**config.mk**
```make
export PLATFORM = sky130hd
export DESIGN_NAME = insulation_monitor_pwm_decoder_core
export DESIGN_NICKNAME = d
export VERILOG_FILES = /design/src/sv/imdec_pkg.sv /design/src/sv/imdec_div.sv /design/src/sv/imdec_ctrl.sv /design/src/sv/imdec_dp.sv /design/src/sv/insulation_monitor_pwm_decoder_core.sv
export VERILOG_INCLUDE_DIRS = /design/src /design/src/sv
export SDC_FILE = /design/constraint.sdc
export NUM_CORES = 1
export LEC_CHECK = 0
export ABC_AREA = 1
export BUFFER_PORTS_ARGS = -buffer_cell sky130_fd_sc_hd__buf_2
export CORE_MARGIN = 3
export CORE_UTILIZATION = 60
export CTS_CLUSTER_SIZE = 20
export DETAILED_ROUTE_END_ITERATION = 12
export HOLD_SLACK_MARGIN = 0.12
export PLACE_DENSITY = 0.8
export SYNTH_ARGS = -nofsm -noshare
export SYNTH_HDL_FRONTEND = slang
export SYNTH_HIERARCHICAL = 1
export SYNTH_SLANG_ARGS = --single-unit
```
**constraint.sdc**
```tcl
create_clock -name clk -period 11.07 [get_ports clk]
set_clock_uncertainty 0.2 [all_clocks]
set_input_delay 1.107 -clock clk [delete_from_list [all_inputs] [get_ports clk]]
set_output_delay 1.107 -clock clk [all_outputs]
set_load 0.05 [all_outputs]
```
**src/sv/insulation_monitor_pwm_decoder_core_assert.svh**
```systemverilog
// ----------------------------------------------------------------------------
// Insulation monitor PWM decoder assertion macros
// Shared property forms for the concurrent checks of the decoder core.
// ----------------------------------------------------------------------------
`ifndef INSULATION_MONITOR_PWM_DECODER_CORE_ASSERT_SVH
`define INSULATION_MONITOR_PWM_DECODER_CORE_ASSERT_SVH

// Same-cycle implication, checked out of reset.
`define IMDEC_ASSERT_SAME(label, ante, cons) \
  label: assert property (@(posedge clk) disable iff (!rst_n) (ante) |-> (cons)) \
    else $error("imdec: same-cycle check failed");

// Next-cycle implication, checked out of reset.
`define IMDEC_ASSERT_NEXT(label, ante, cons) \
  label: assert property (@(posedge clk) disable iff (!rst_n) (ante) |=> (cons)) \
    else $error("imdec: next-cycle check failed");

`endif

```
**src/sv/imdec_pkg.sv**
```systemverilog
// ----------------------------------------------------------------------------
// imdec_pkg
// Types, widths and constants shared by the PWM decoder modules.
// ----------------------------------------------------------------------------
`default_nettype none

package imdec_pkg;

  localparam int WORD_W = 32;
  localparam int DUTY_W = 15;
  localparam int FREQ_W = 40;
  localparam int CODE_W = 3;

  localparam int IN_DATA_W  = 104;  // 97 field bits padded to bytes
  localparam int OUT_DATA_W = 64;   // 60 field bits padded to bytes

  // Divider: duty dividend is high * 25600, below 2^47.
  localparam int DIV_W     = 47;
  localparam int DIV_CNT_W = 6;
  localparam int DUTY_SCALE_W = 15;
  localparam logic [DUTY_SCALE_W-1:0] DUTY_SCALE = 15'd25600;
  localparam int FREQ_SHIFT = 8;
  localparam logic [DIV_CNT_W-1:0] DUTY_STEPS = 6'd47;
  localparam logic [DIV_CNT_W-1:0] FREQ_STEPS = 6'd40;

  // Status code: code = floor((clk/per + 5) / 10).
  localparam int MAX_STATUS_CODE = 5;
  localparam logic [CODE_W-1:0] UNKNOWN_CODE = CODE_W'(MAX_STATUS_CODE + 1);
  localparam int STATUS_LIMIT = (MAX_STATUS_CODE + 1) * 10 - 5;
  localparam int CODE_X_W = 8;
  localparam logic [CODE_X_W-1:0] CODE_BIAS = 8'd5;
  localparam logic [7:0] RECIP_10 = 8'd205;  // 205 / 2048 ~ 1/10, exact below 1024
  localparam int RECIP_SHIFT = 11;

  // Configuration register indexes.
  localparam int CFG_ADDR_W = 2;
  localparam logic [CFG_ADDR_W-1:0] CFG_TIMER_CLOCK = 2'd0;
  localparam logic [CFG_ADDR_W-1:0] CFG_TIMEOUT     = 2'd1;
  localparam logic [CFG_ADDR_W-1:0] CFG_ENABLE      = 2'd2;
  localparam logic [WORD_W-1:0] TIMEOUT_RESET = 32'd200;

  // Item kinds carried on in_tuser.
  localparam logic MODE_CAPTURE = 1'b0;
  localparam logic MODE_READ    = 1'b1;

  typedef struct packed {
    logic cap_store;
    logic chk_load;
    logic div_start_duty;
    logic div_start_freq;
    logic duty_save;
    logic freq_save;
    logic out_load;
  } imdec_cmd_t;

  typedef struct packed {
    logic chk_fail;
    logic div_busy;
  } imdec_sts_t;

endpackage

`default_nettype wire

```
**src/sv/imdec_div.sv**
```systemverilog
// ----------------------------------------------------------------------------
// imdec_div
// Restoring radix-2 divider, one quotient bit per cycle.
// ----------------------------------------------------------------------------
`default_nettype none

module imdec_div
  import imdec_pkg::*;
(
  input  wire logic                 clk,
  input  wire logic                 rst_n,
  input  wire logic                 start,
  input  wire logic [DIV_CNT_W-1:0] steps,
  input  wire logic [DIV_W-1:0]     dividend,
  input  wire logic [WORD_W-1:0]    divisor,
  output logic                      busy,
  output logic [DIV_W-1:0]          quotient
);

  logic [DIV_CNT_W-1:0] cnt_r, cnt_nxt;
  logic [DIV_W-1:0]     acc_r, acc_nxt;
  logic [WORD_W-1:0]    rem_r, rem_nxt;
  logic [WORD_W-1:0]    dsr_r, dsr_nxt;
  logic [WORD_W:0]      shifted;
  logic [WORD_W+1:0]    diff;
  logic                 qbit;

  // The dividend is left-aligned; quotient bits shift in at the bottom.
  always_comb begin
    shifted = {rem_r, acc_r[DIV_W-1]};
    diff    = {1'b0, shifted} - {2'b00, dsr_r};
    qbit    = ~diff[WORD_W+1];
    cnt_nxt = cnt_r;
    acc_nxt = acc_r;
    rem_nxt = rem_r;
    dsr_nxt = dsr_r;
    if (start) begin
      cnt_nxt = steps;
      acc_nxt = dividend;
      rem_nxt = '0;
      dsr_nxt = divisor;
    end else if (cnt_r != '0) begin
      cnt_nxt = cnt_r - 1'b1;
      acc_nxt = {acc_r[DIV_W-2:0], qbit};
      rem_nxt = qbit ? diff[WORD_W-1:0] : shifted[WORD_W-1:0];
    end
  end

  always_ff @(posedge clk) begin
    if (!rst_n) begin
      cnt_r <= '0;
    end else begin
      cnt_r <= cnt_nxt;
    end
    acc_r <= acc_nxt;
    rem_r <= rem_nxt;
    dsr_r <= dsr_nxt;
  end

  assign busy     = (cnt_r != '0);
  assign quotient = acc_r;

endmodule

`default_nettype wire

```
**src/sv/imdec_ctrl.sv**
```systemverilog
// ----------------------------------------------------------------------------
// imdec_ctrl
// Sequencer for the PWM decoder: handshakes, checks, divisions and result.
// ----------------------------------------------------------------------------
`default_nettype none

module imdec_ctrl
  import imdec_pkg::*;
(
  input  wire logic clk,
  input  wire logic rst_n,
  input  wire logic in_tvalid,
  input  wire logic in_tuser,
  output logic      in_tready,
  output logic      out_tvalid,
  input  wire logic out_tready,
  input  wire imdec_sts_t sts,
  output imdec_cmd_t cmd
);

  typedef enum logic [2:0] {
    S_IDLE,
    S_CHECK,
    S_DUTY,
    S_FREQ,
    S_FINISH
  } state_t;

  state_t state_r, state_nxt;
  logic   out_valid_r, out_valid_nxt;
  logic   in_xfer;

  assign in_tready  = (state_r == S_IDLE);
  assign in_xfer    = in_tvalid && in_tready;
  assign out_tvalid = out_valid_r;

  always_comb begin
    state_nxt     = state_r;
    out_valid_nxt = out_valid_r && !out_tready;
    cmd           = '0;
    unique case (state_r)
      S_IDLE: begin
        if (in_xfer) begin
          if (in_tuser == MODE_READ) begin
            cmd.chk_load = 1'b1;
            state_nxt    = S_CHECK;
          end else begin
            cmd.cap_store = 1'b1;
          end
        end
      end
      S_CHECK: begin
        if (sts.chk_fail) begin
          state_nxt = S_FINISH;
        end else begin
          cmd.div_start_duty = 1'b1;
          state_nxt          = S_DUTY;
        end
      end
      S_DUTY: begin
        if (!sts.div_busy) begin
          cmd.duty_save      = 1'b1;
          cmd.div_start_freq = 1'b1;
          state_nxt          = S_FREQ;
        end
      end
      S_FREQ: begin
        if (!sts.div_busy) begin
          cmd.freq_save = 1'b1;
          state_nxt     = S_FINISH;
        end
      end
      S_FINISH: begin
        // The output register may still hold the previous result.
        if (!out_valid_r || out_tready) begin
          cmd.out_load  = 1'b1;
          out_valid_nxt = 1'b1;
          state_nxt     = S_IDLE;
        end
      end
      default: state_nxt = S_IDLE;
    endcase
  end

  always_ff @(posedge clk) begin
    if (!rst_n) begin
      state_r     <= S_IDLE;
      out_valid_r <= 1'b0;
    end else begin
      state_r     <= state_nxt;
      out_valid_r <= out_valid_nxt;
    end
  end

endmodule

`default_nettype wire

```
**src/sv/imdec_dp.sv**
```systemverilog
// ----------------------------------------------------------------------------
// imdec_dp
// Datapath: configuration, capture store, read checks, divider and result.
// ----------------------------------------------------------------------------
`default_nettype none

module imdec_dp
  import imdec_pkg::*;
(
  input  wire logic                  clk,
  input  wire logic                  rst_n,
  input  wire logic                  cfg_we,
  input  wire logic [CFG_ADDR_W-1:0] cfg_addr,
  input  wire logic [WORD_W-1:0]     cfg_wdata,
  input  wire logic [IN_DATA_W-1:0]  in_tdata,
  input  wire imdec_cmd_t            cmd,
  output imdec_sts_t                 sts,
  output logic [OUT_DATA_W-1:0]      out_tdata
);

  logic [WORD_W-1:0] clock_hz_r, timeout_r;
  logic              enabled_r;
  logic              seen_r;
  logic [WORD_W-1:0] high_r, period_r, time_r;
  logic              chk_fail_r, ok_r;
  logic [DUTY_W-1:0] duty_r;
  logic [FREQ_W-1:0] freq_r;
  logic [OUT_DATA_W-1:0] out_r;

  logic [WORD_W-1:0] in_high, in_period, in_now, age;
  logic              in_ok, chk_fail;

  logic                 div_start, div_busy;
  logic [DIV_CNT_W-1:0] div_steps;
  logic [DIV_W-1:0]     div_dividend, div_quot, duty_prod;

  logic [WORD_W-1:0]     whole_hz;
  logic                  over_range, fault;
  logic [CODE_X_W-1:0]   code_x;
  logic [CODE_X_W+7:0]   code_prod;
  logic [CODE_W-1:0]     code;

  assign in_high   = in_tdata[WORD_W-1:0];
  assign in_period = in_tdata[2*WORD_W-1:WORD_W];
  assign in_now    = in_tdata[3*WORD_W-1:2*WORD_W];
  assign in_ok     = in_tdata[3*WORD_W];

  // Capture age uses wrapping subtraction.
  assign age      = in_now - time_r;
  assign chk_fail = !enabled_r || (clock_hz_r == '0) || !seen_r || (age > timeout_r)
                    || (period_r == '0) || (high_r > period_r);

  always_ff @(posedge clk) begin
    if (!rst_n) begin
      clock_hz_r <= '0;
      timeout_r  <= TIMEOUT_RESET;
      enabled_r  <= 1'b0;
      seen_r     <= 1'b0;
      high_r     <= '0;
      period_r   <= '0;
      time_r     <= '0;
    end else begin
      if (cfg_we) begin
        unique case (cfg_addr)
          CFG_TIMER_CLOCK: clock_hz_r <= cfg_wdata;
          CFG_TIMEOUT:     timeout_r  <= cfg_wdata;
          CFG_ENABLE:      enabled_r  <= cfg_wdata[0];
          default: ;
        endcase
      end
      if (cmd.cap_store && enabled_r) begin
        seen_r   <= 1'b1;
        high_r   <= in_high;
        period_r <= in_period;
        time_r   <= in_now;
      end
    end
  end

  // Duty dividend is high * 25600; frequency dividend is clock * 256,
  // left-aligned so that only 40 steps are needed.
  assign duty_prod    = DIV_W'(high_r) * DIV_W'(DUTY_SCALE);
  assign div_start    = cmd.div_start_duty || cmd.div_start_freq;
  assign div_steps    = cmd.div_start_freq ? FREQ_STEPS : DUTY_STEPS;
  assign div_dividend = cmd.div_start_freq ? {clock_hz_r, (DIV_W - WORD_W)'(0)} : duty_prod;

  imdec_div u_div (
    .clk      (clk),
    .rst_n    (rst_n),
    .start    (div_start),
    .steps    (div_steps),
    .dividend (div_dividend),
    .divisor  (period_r),
    .busy     (div_busy),
    .quotient (div_quot)
  );

  always_ff @(posedge clk) begin
    if (cmd.chk_load) begin
      chk_fail_r <= chk_fail;
      ok_r       <= in_ok;
    end
    if (cmd.duty_save) begin
      duty_r <= div_quot[DUTY_W-1:0];
    end
    if (cmd.freq_save) begin
      freq_r <= div_quot[FREQ_W-1:0];
    end
    if (cmd.out_load) begin
      out_r <= {(OUT_DATA_W - FREQ_W - DUTY_W - CODE_W - 2)'(0),
                fault ? FREQ_W'(0) : freq_r,
                fault ? DUTY_W'(0) : duty_r,
                fault ? UNKNOWN_CODE : code,
                !fault && ok_r,
                fault};
    end
  end

  // floor(clk/per) is the frequency quotient without its fraction bits.
  assign whole_hz   = freq_r[FREQ_W-1:FREQ_SHIFT];
  assign over_range = (whole_hz >= WORD_W'(STATUS_LIMIT));
  assign fault      = chk_fail_r || over_range;
  assign code_x     = whole_hz[CODE_X_W-1:0] + CODE_BIAS;
  assign code_prod  = code_x * RECIP_10;
  assign code       = code_prod[RECIP_SHIFT+CODE_W-1:RECIP_SHIFT];

  assign sts.chk_fail = chk_fail_r;
  assign sts.div_busy = div_busy;
  assign out_tdata    = out_r;

endmodule

`default_nettype wire

```
**src/sv/insulation_monitor_pwm_decoder_core.sv**
```systemverilog
// ----------------------------------------------------------------------------
// insulation_monitor_pwm_decoder_core
// Decodes insulation monitor PWM captures into duty, frequency and status.
// ----------------------------------------------------------------------------
//  Channel  Direction  Transfer when        Contents
//  in_      slave      tvalid && tready     capture (tuser 0) or read (tuser 1)
//  out_     master     tvalid && tready     one result per read
//  cfg_     write      cfg_we               timer clock, timeout, enable
//
// A capture is stored as it is taken, and the core stays ready for the next item.
// A read is checked in S_CHECK; if it fails, S_FINISH loads its result and the
// core returns to S_IDLE. A read that passes runs the shared radix-2 divider for
// 47 steps (duty) and then 40 (frequency) in S_DUTY and S_FREQ before S_FINISH.
// Reset is synchronous and active low. A finished result waits in the output
// register; a later read holds there, with no input taken.
// ----------------------------------------------------------------------------
`default_nettype none

module insulation_monitor_pwm_decoder_core
  import imdec_pkg::*;
(
  input  wire logic                  clk,
  input  wire logic                  rst_n,
  input  wire logic                  cfg_we,
  input  wire logic [CFG_ADDR_W-1:0] cfg_addr,
  input  wire logic [WORD_W-1:0]     cfg_wdata,
  input  wire logic                  in_tvalid,
  output logic                       in_tready,
  // high_ticks[31:0], period_count[63:32], now_ms[95:64], ok_line[96]
  input  wire logic [IN_DATA_W-1:0]  in_tdata,
  // mode[0]
  input  wire logic                  in_tuser,
  output logic                       out_tvalid,
  input  wire logic                  out_tready,
  // fault[0], ok_status[1], stat_code[4:2], duty_q8[19:5], freq_q8[59:20]
  output logic [OUT_DATA_W-1:0]      out_tdata
);

  imdec_cmd_t cmd;
  imdec_sts_t sts;
  logic       cap_xfer;

  imdec_ctrl u_ctrl (
    .clk        (clk),
    .rst_n      (rst_n),
    .in_tvalid  (in_tvalid),
    .in_tuser   (in_tuser),
    .in_tready  (in_tready),
    .out_tvalid (out_tvalid),
    .out_tready (out_tready),
    .sts        (sts),
    .cmd        (cmd)
  );

  imdec_dp u_dp (
    .clk       (clk),
    .rst_n     (rst_n),
    .cfg_we    (cfg_we),
    .cfg_addr  (cfg_addr),
    .cfg_wdata (cfg_wdata),
    .in_tdata  (in_tdata),
    .cmd       (cmd),
    .sts       (sts),
    .out_tdata (out_tdata)
  );

  assign cap_xfer = in_tvalid && in_tready && (in_tuser == MODE_CAPTURE);

`include "insulation_monitor_pwm_decoder_core_assert.svh"

  // A failed read carries no measurement.
  `IMDEC_ASSERT_SAME(a_fault_zeroes, out_tvalid && out_tdata[0], out_tdata[59:5] == '0 && !out_tdata[1])
  // A good read never reports a code above the top value.
  `IMDEC_ASSERT_SAME(a_code_range, out_tvalid && !out_tdata[0], out_tdata[4:2] <= CODE_W'(MAX_STATUS_CODE))
  // A capture transfer never produces a result.
  `IMDEC_ASSERT_NEXT(a_capture_silent, cap_xfer && !out_tvalid, !out_tvalid)
  // The divider is idle whenever new input is taken.
  `IMDEC_ASSERT_SAME(a_div_idle, in_tready, !sts.div_busy)

endmodule

`default_nettype wire

```
-- Yosys cells after proc, flatten, opt, wreduce, memory -nomap -nowiden
Index checks and enable logic that the tools add are counted.
- reduce and logical (&&, ||, !) cells: 27
- equal/unequal tests: 11
- multiply operators: 2
- bitwise operators: 1
- $add $sub $neg: 4
- shifts and indexed selects: 0
- divide/modulo/power cells: 0
- multiplexer cells: 28
- $lt $le $gt $ge: 3
- operators with widths (operator ; number):
    $mux W47 ; 3
    $gt A32 B32 Y1 ; 2
    $logic_not A32 Y1 ; 2
    $mul A32 B5 Y37 const B ; 1
    $sub A33 B32 Y34 ; 1
    $ge A32 B6 Y1 const B ; 1
    $mux W32 ; 1
    $sub A32 B32 Y32 ; 1
    $mux W3 ; 7
    $pmux W3 S5 ; 1
    $mul A8 B8 Y14 const B ; 1
    $mux W6 ; 2
    $mux W1 ; 10
    $add A8 B3 Y8 const B ; 1
    $logic_or A1 B1 Y1 ; 8
    $mux W2 ; 4
    $ne A2 B2 Y1 const B ; 4
    $eq A3 B2 Y1 const B ; 2
    $reduce_and A2 Y1 ; 3
    $reduce_bool A6 Y1 ; 1
    $sub A6 B1 Y6 const B ; 1
    $logic_not A1 Y1 ; 5
    $reduce_and A5 Y1 ; 1
    $logic_and A1 B1 Y1 ; 4
    other kinds (9) ; 9
- word-level logic and storage cells: 95
- latch bits: 0
- register bits: 400
- memories: 0
- bits in read-only memories: 0
- bits of input ports: 144
- bits in writable memories: 0
- output and inout port bits: 66

-- Longest topological paths before layout
- depth after elaboration: 6
- mapped depth: 23
- depth with buffers taken out: 23

-- Cells and area by module
The synthesis kept the hierarchy.
- by module, submodules not included (module ; cells an instance ; area an instance (um2) ; instances):
    imdec_dp ; 2483 ; 18948.2 ; 1
    imdec_div ; 1056 ; 7504.7 ; 1
    imdec_ctrl ; 45 ; 266.5 ; 1

-- Worst setup path before layout
OpenSTA, ideal clock, no wires.
- kind: reg2reg
- from: register u_dp.u_div.cnt_r[0]
- to: register u_dp.u_div.acc_r[0] (netlist: u_dp/u_div/quotient[0]) (enable)
- path buffers: 5
- cell stages (with the launch flop): 15
- required time: 10.484 ns
- data arrival time: 3.894 ns
- library setup time: 0.386 ns
- setup slack: 6.590 ns
- path through: dfxtp_1 -> inv_1 -> ha_1 -> nand2_1 -> nor2_1 -> nand2_1 -> buf_4 -> nor2_1 -> buf_4 -> clkbuf_1 -> or2_2 -> clkbuf_1 -> nor2_2 -> inv_1 -> buf_2
- RTL lines (item ; RTL line ; source):
    start: declaration ; imdec_div.sv:20 ; logic [DIV_CNT_W-1:0] cnt_r, cnt_nxt;
    start signal: assignment ; imdec_div.sv:53 ; cnt_r <= cnt_nxt;
    end signal: assignment ; imdec_div.sv:55 ; acc_r <= acc_nxt;
    end: declaration ; imdec_div.sv:21 ; logic [DIV_W-1:0] acc_r, acc_nxt;

==> results.md <==
| Stage | Parameter | Reported |
|---|---|---|
| detailed routing | Iteration-0 DRC Markers | 1923 |
| logic synthesis | Fraction of synthesis flops using an asynchronous set or reset pin | 0% |
| clock tree | Clock slew seen by the registers of the worst setup and hold paths | 0.06 ns |
| logic synthesis | Top cells by area, synth | sky130_fd_sc_hd__edfxtp_1 (22%), sky130_fd_sc_hd__dfxtp_1 (15%), sky130_fd_sc_hd__nand2_1 (13%) |
| sta | Hold Slack | 0.246 ns |
| grt | Largest net degree at the start of global routing | 114 |
| sta | Tcrit/Tclk final | 48.2% |
| worst setup path | Reg2Reg Launch Point | u_dp/u_div/cnt_r[0] |
| worst setup path | Required time of the worst setup path | 11.32 ns |
| grt | Number of antenna violations at the first check in global routing | 0 |
| floorplanning | Die height | 217 um |
| clock tree | TritonCTS clock tree | yes |
| floorplanning | Floorplan die area | 47100 um2 |
| worst setup path | List of cells traversed by the critical path | inv_1, ha_1, nand2_1, nor2_1, nand2_1, nor2_4, or2_4, buf_4, inv_2, nand2_1, inv_1, nand3_1, o21ai_1 |
| worst setup path | Family with the most delay on the worst path | simple AND/OR/NAND/NOR gates |
| pwr | Sw Ratio | 38.8% |
| worst hold path | Origin of the worst min-delay path | u_dp/u_div/quotient[38] |
| worst setup path | Largest stage delay on the critical path | 0.96 ns |
| pwr | Part of the power in registers | 35.1% |
| worst setup path | Crit path launch type | flop |
| sta | Shortest clock period the worst path allows after layout | 5.33 ns |
| detailed routing | Antenna viol nets, final | 0 |
| grt | Total congestion overflow | 0 |
| placement | Count of buffers from port buffering | 198 |
| worst setup path | Register-to-register setup slack | 5.74 ns |
| worst setup path | Setup CP Type | reg -> reg |
| sta | Final-report max-slew violation count | 0 |
| detailed routing | Via density per instance | 5.23 |
| worst setup path | Data arrival at the endpoint of the critical path | 5.58 ns |
| sta | Final-report setup violation count | 0 |
| placement | Gpl congestion | 0.947 |
| worst setup path | Highest-delay cell along the critical path | sky130_fd_sc_hd__nor2_4 |
| grt | Via count of the first global-routing pass | 21400 |
| logic synthesis | Gate count after technology mapping | 3584 |
| detailed routing | DRC violations left | 0 |
| layout | Signed area change from the synthesized netlist to the final layout | 11.4% |
| detailed routing | Routed via count | 23100 |
| logic synthesis | Post-Synthesis Cell Area | 26700 um2 |
| clock tree | CTS Root Buffer Type | sky130_fd_sc_hd__clkbuf_16 |
| clock tree | # Post-CTS Setup Buffers | 0 |
| worst hold path | Destination of the worst hold path | u_dp/freq_r[38] |
| sta | Worst relative slew slack | 18.9% |
| logic synthesis | Top FF cell, synth | sky130_fd_sc_hd__dfxtp_1 |
| detailed routing | Routed wire per std cell | 14.8 um |
| floorplanning | Area of the placeable core | 43600 um2 |
| worst setup path | R2r endpoint | u_dp/u_div/rem_r[5] |
| worst hold path | Path class of the lowest-slack min-delay path | reg -> reg |
| floorplanning | Starting density of the core | 61.4% |
| detailed routing | 1st-pass router iterations | 5 |
| logic synthesis | Most frequently used cell type in the post-synthesis netlist | sky130_fd_sc_hd__nand2_1 |
| pwr | Combinational share of power | 38.6% |
| grt | Global-route wire length before repair | 105 mm |
| logic synthesis | Yosys synthesis warning count | 6 |
| grt | Total global routing track utilization | 27.4% |
| logic synthesis | Number of storage elements in the synthesis netlist | 400 |
| logic synthesis | Number of enable flip-flop cells after synthesis | 196 |
| clock tree | Number of clock buffers inserted by TritonCTS | 44 |
| layout | Layout cell share with drive strength beyond 1 | 9.37% |
| pwr | Power density relative to cell area | 197 nW/um2 |
| clock tree | H-Tree Level Count | 2 |
| pwr | Leakage component of the power | 15.0 nW |
| worst setup path | Maximum fanout along the worst path | 84 |
| logic synthesis | Number of distinct library cells after synthesis | 51 |
| worst setup path | Depth of the most critical reg-to-reg path | 13 |
| pwr | Net switching power figure | 2.28 mW |
| clock tree | Maximum clock insertion buffer count | 3 |
| placement | Post-DP HPWL | 49.9 mm |
| worst setup path | Cell seen most often among critical-path stages | sky130_fd_sc_hd__nand2_1 |
| logic synthesis | Post-Syn Area per Cell | 7.46 um2 |
| layout | Final Net Count | 4233 |
| worst hold path | Worst Hold Depth | 0 |
| pwr | Maximum ir drop on the vdd rail | 148 uV |
| layout | N_diodes | 0 |
| worst setup path | Setup crit end kind | flop |
| logic synthesis | Area leader, netlist | sky130_fd_sc_hd__edfxtp_1 |
| logic synthesis | Top-area cell type share of the netlist area | 22.0% |
| clock tree | CTS hold repair buffers | 0 |
| flow run | Count of max-cap constraint violations | 0 |
| logic synthesis | Ranking of synthesized cells by instance count | sky130_fd_sc_hd__nand2_1 (960), sky130_fd_sc_hd__inv_1 (677), sky130_fd_sc_hd__ha_1 (263) |
| sta | Final-report hold violation count | 0 |
| status | Run status | completed |
| pwr | Clk network pwr share | 26.3% |
| clock tree | Post-CTS sizing | 0 |
| floorplanning | Overall die width | 217 um |
| clock tree | Sink Count | 400 |
| sta | Total negative setup slack | 0 ns |
| sta | Setup repair after global routing missed its margin | false |
| detailed routing | Wirelength, routed | 65.3 mm |
| layout | Final standard cell utilization of the core | 68.4% |
| sta | Max Fclk | 188 MHz |
| worst setup path | Total buffers and inverters traversed by the critical path | 4 |
| clock tree | Worst skew pair latency | 0.59 ns |
| logic synthesis | Sequential fraction of the synthesis area | 37.3% |
| floorplanning | Number of rows created at floorplan | 76 |
| sta | Slew at the pin closest to its max-slew limit | 1.22 ns |
| floorplanning | Number of I/O pins | 210 |
| pwr | Cell-internal power | 3.59 mW |
## cell type report
type | instances | area, um2
sequential | 400 | 9970
clock buffer | 54 | 1190
timing repair buffer | 208 | 1070
fill | 3792 | 13800
tap | 585 | 732
multi-input combinational | 2447 | 13900
clock inverter | 28 | 344
inverter | 685 | 2570
## logic make-up (layout without fill, tap and decap cells)
kind of cell | after synthesis | in the layout | share of synthesized area (%)
AND/OR/NAND/NOR | 1540 | 1540 | 24.4
buffers and inverters | 778 | 975 | 11.4
AO/OA/AOI/OAI | 510 | 510 | 9.96
flip-flops | 400 | 400 | 37.3
adder cells (fa/ha/maj) | 303 | 303 | 15.3
XOR/XNOR | 50 | 50 | 1.64
other | 2 | 43 | 0.0281
multiplexers | 1 | 1 | 0.0375
## state kept, by name, summed over array words and instances (netlist names)
register / count
u_dp/u_div/dsr_r: 32
u_ctrl/state_r: 3
u_dp/timeout_r: 32
u_dp/enabled_r: 1
u_dp/time_r: 32
u_dp/u_div/rem_r: 32
u_dp/out_tdata: 60
u_dp/u_div/quotient: 47
u_dp/chk_fail_r: 1
u_dp/period_r: 32
u_dp/seen_r: 1
u_dp/high_r: 32
u_ctrl/out_tvalid: 1
u_dp/duty_r: 15
u_dp/clock_hz_r: 32
u_dp/u_div/cnt_r: 6
u_dp/freq_r: 40
u_dp/ok_r: 1
## per-stage QoR
step	cells	area (um2)	total power [mW]	setup WS (ns)
2_1_floorplan	3625	26900	3.80	6.59
3_3_place_gp	4325	28200	4.26	5.90
3_5_place_dp	4325	28200	4.32	5.85
4_1_cts	4407	29800	5.88	5.77
5_1_grt	4407	29800	6.28	5.31
6_report	4407	29800	5.86	5.74
## worst max path at each step
stage / depth (start not counted) / end / startpoint / slack [ns]
CTS: 13 / u_dp/u_div/rem_r[5] / u_dp/u_div/cnt_r[0] / 5.77
global route: 13 / u_dp/u_div/rem_r[5] / u_dp/u_div/cnt_r[0] / 5.31
finish: 13 / u_dp/u_div/rem_r[5] / u_dp/u_div/cnt_r[0] / 5.74
global placement: 13 / u_dp/u_div/rem_r[5] / u_dp/u_div/cnt_r[0] / 5.90
detailed placement: 13 / u_dp/u_div/rem_r[5] / u_dp/u_div/cnt_r[0] / 5.85
floorplan: 14 / u_dp/u_div/quotient[0] / u_dp/u_div/cnt_r[0] / 6.59
## layout by cell type, fill, tap and decap left out, types with 4 or more instances in the layout
cell type                      n
sky130_fd_sc_hd__o21ai_0     203
sky130_fd_sc_hd__nor2_4        6
sky130_fd_sc_hd__clkinvlp_4    4
sky130_fd_sc_hd__edfxtp_1    196
sky130_fd_sc_hd__nand3_1     183
sky130_fd_sc_hd__clkbuf_1      6
sky130_fd_sc_hd__a21oi_1     251
sky130_fd_sc_hd__clkinv_1      9
sky130_fd_sc_hd__nand4_1      34
sky130_fd_sc_hd__nor2_2       34
sky130_fd_sc_hd__and2_1        7
sky130_fd_sc_hd__nor3_1       18
sky130_fd_sc_hd__nor2_1      225
sky130_fd_sc_hd__o21bai_1      9
sky130_fd_sc_hd__conb_1       43
sky130_fd_sc_hd__o21ai_1      14
sky130_fd_sc_hd__and3_1        4
sky130_fd_sc_hd__inv_2         7
sky130_fd_sc_hd__xnor2_1      24
sky130_fd_sc_hd__fa_1         40
sky130_fd_sc_hd__a21o_1        4
sky130_fd_sc_hd__inv_1       676
sky130_fd_sc_hd__or2_2         9
sky130_fd_sc_hd__nand2_1     959
sky130_fd_sc_hd__nor4_1       17
sky130_fd_sc_hd__o21a_1        8
sky130_fd_sc_hd__dfxtp_1     204
sky130_fd_sc_hd__xor2_1       26
sky130_fd_sc_hd__nand3b_1     20
sky130_fd_sc_hd__buf_2       197
sky130_fd_sc_hd__a21oi_2       5
sky130_fd_sc_hd__nand3_2       6
sky130_fd_sc_hd__o211ai_1      5
sky130_fd_sc_hd__bufinv_16     6
sky130_fd_sc_hd__nand2_2       6
sky130_fd_sc_hd__ha_1        263
sky130_fd_sc_hd__buf_4        11
sky130_fd_sc_hd__clkbuf_16    45
## per-layer routing
metal | vias up | wire (um) | GRT usage (%)
met5 | - | 0 | 0
met4 | 0 | 1960 | 9.00
met3 | 123 | 4430 | 4.20
met2 | 710 | 29700 | 45.3
met1 | 10400 | 29200 | 37.1
li1 | 11800 | - | -
## power groups by stage
| stage | Sequential, mW | Clock (mW) | Combinational (mW) |
|---|---|---|---|
| after CTS | 2.05 | 1.57 | 2.26 |
| after floorplan | 2.10 | 0 | 1.69 |
| after global placement | 2.07 | 0 | 2.19 |
| after detailed placement | 2.08 | 0 | 2.24 |
| after global routing | 2.08 | 1.63 | 2.57 |
| final | 2.06 | 1.54 | 2.27 |
Note: power is estimated with default switching activity, not from simulation.
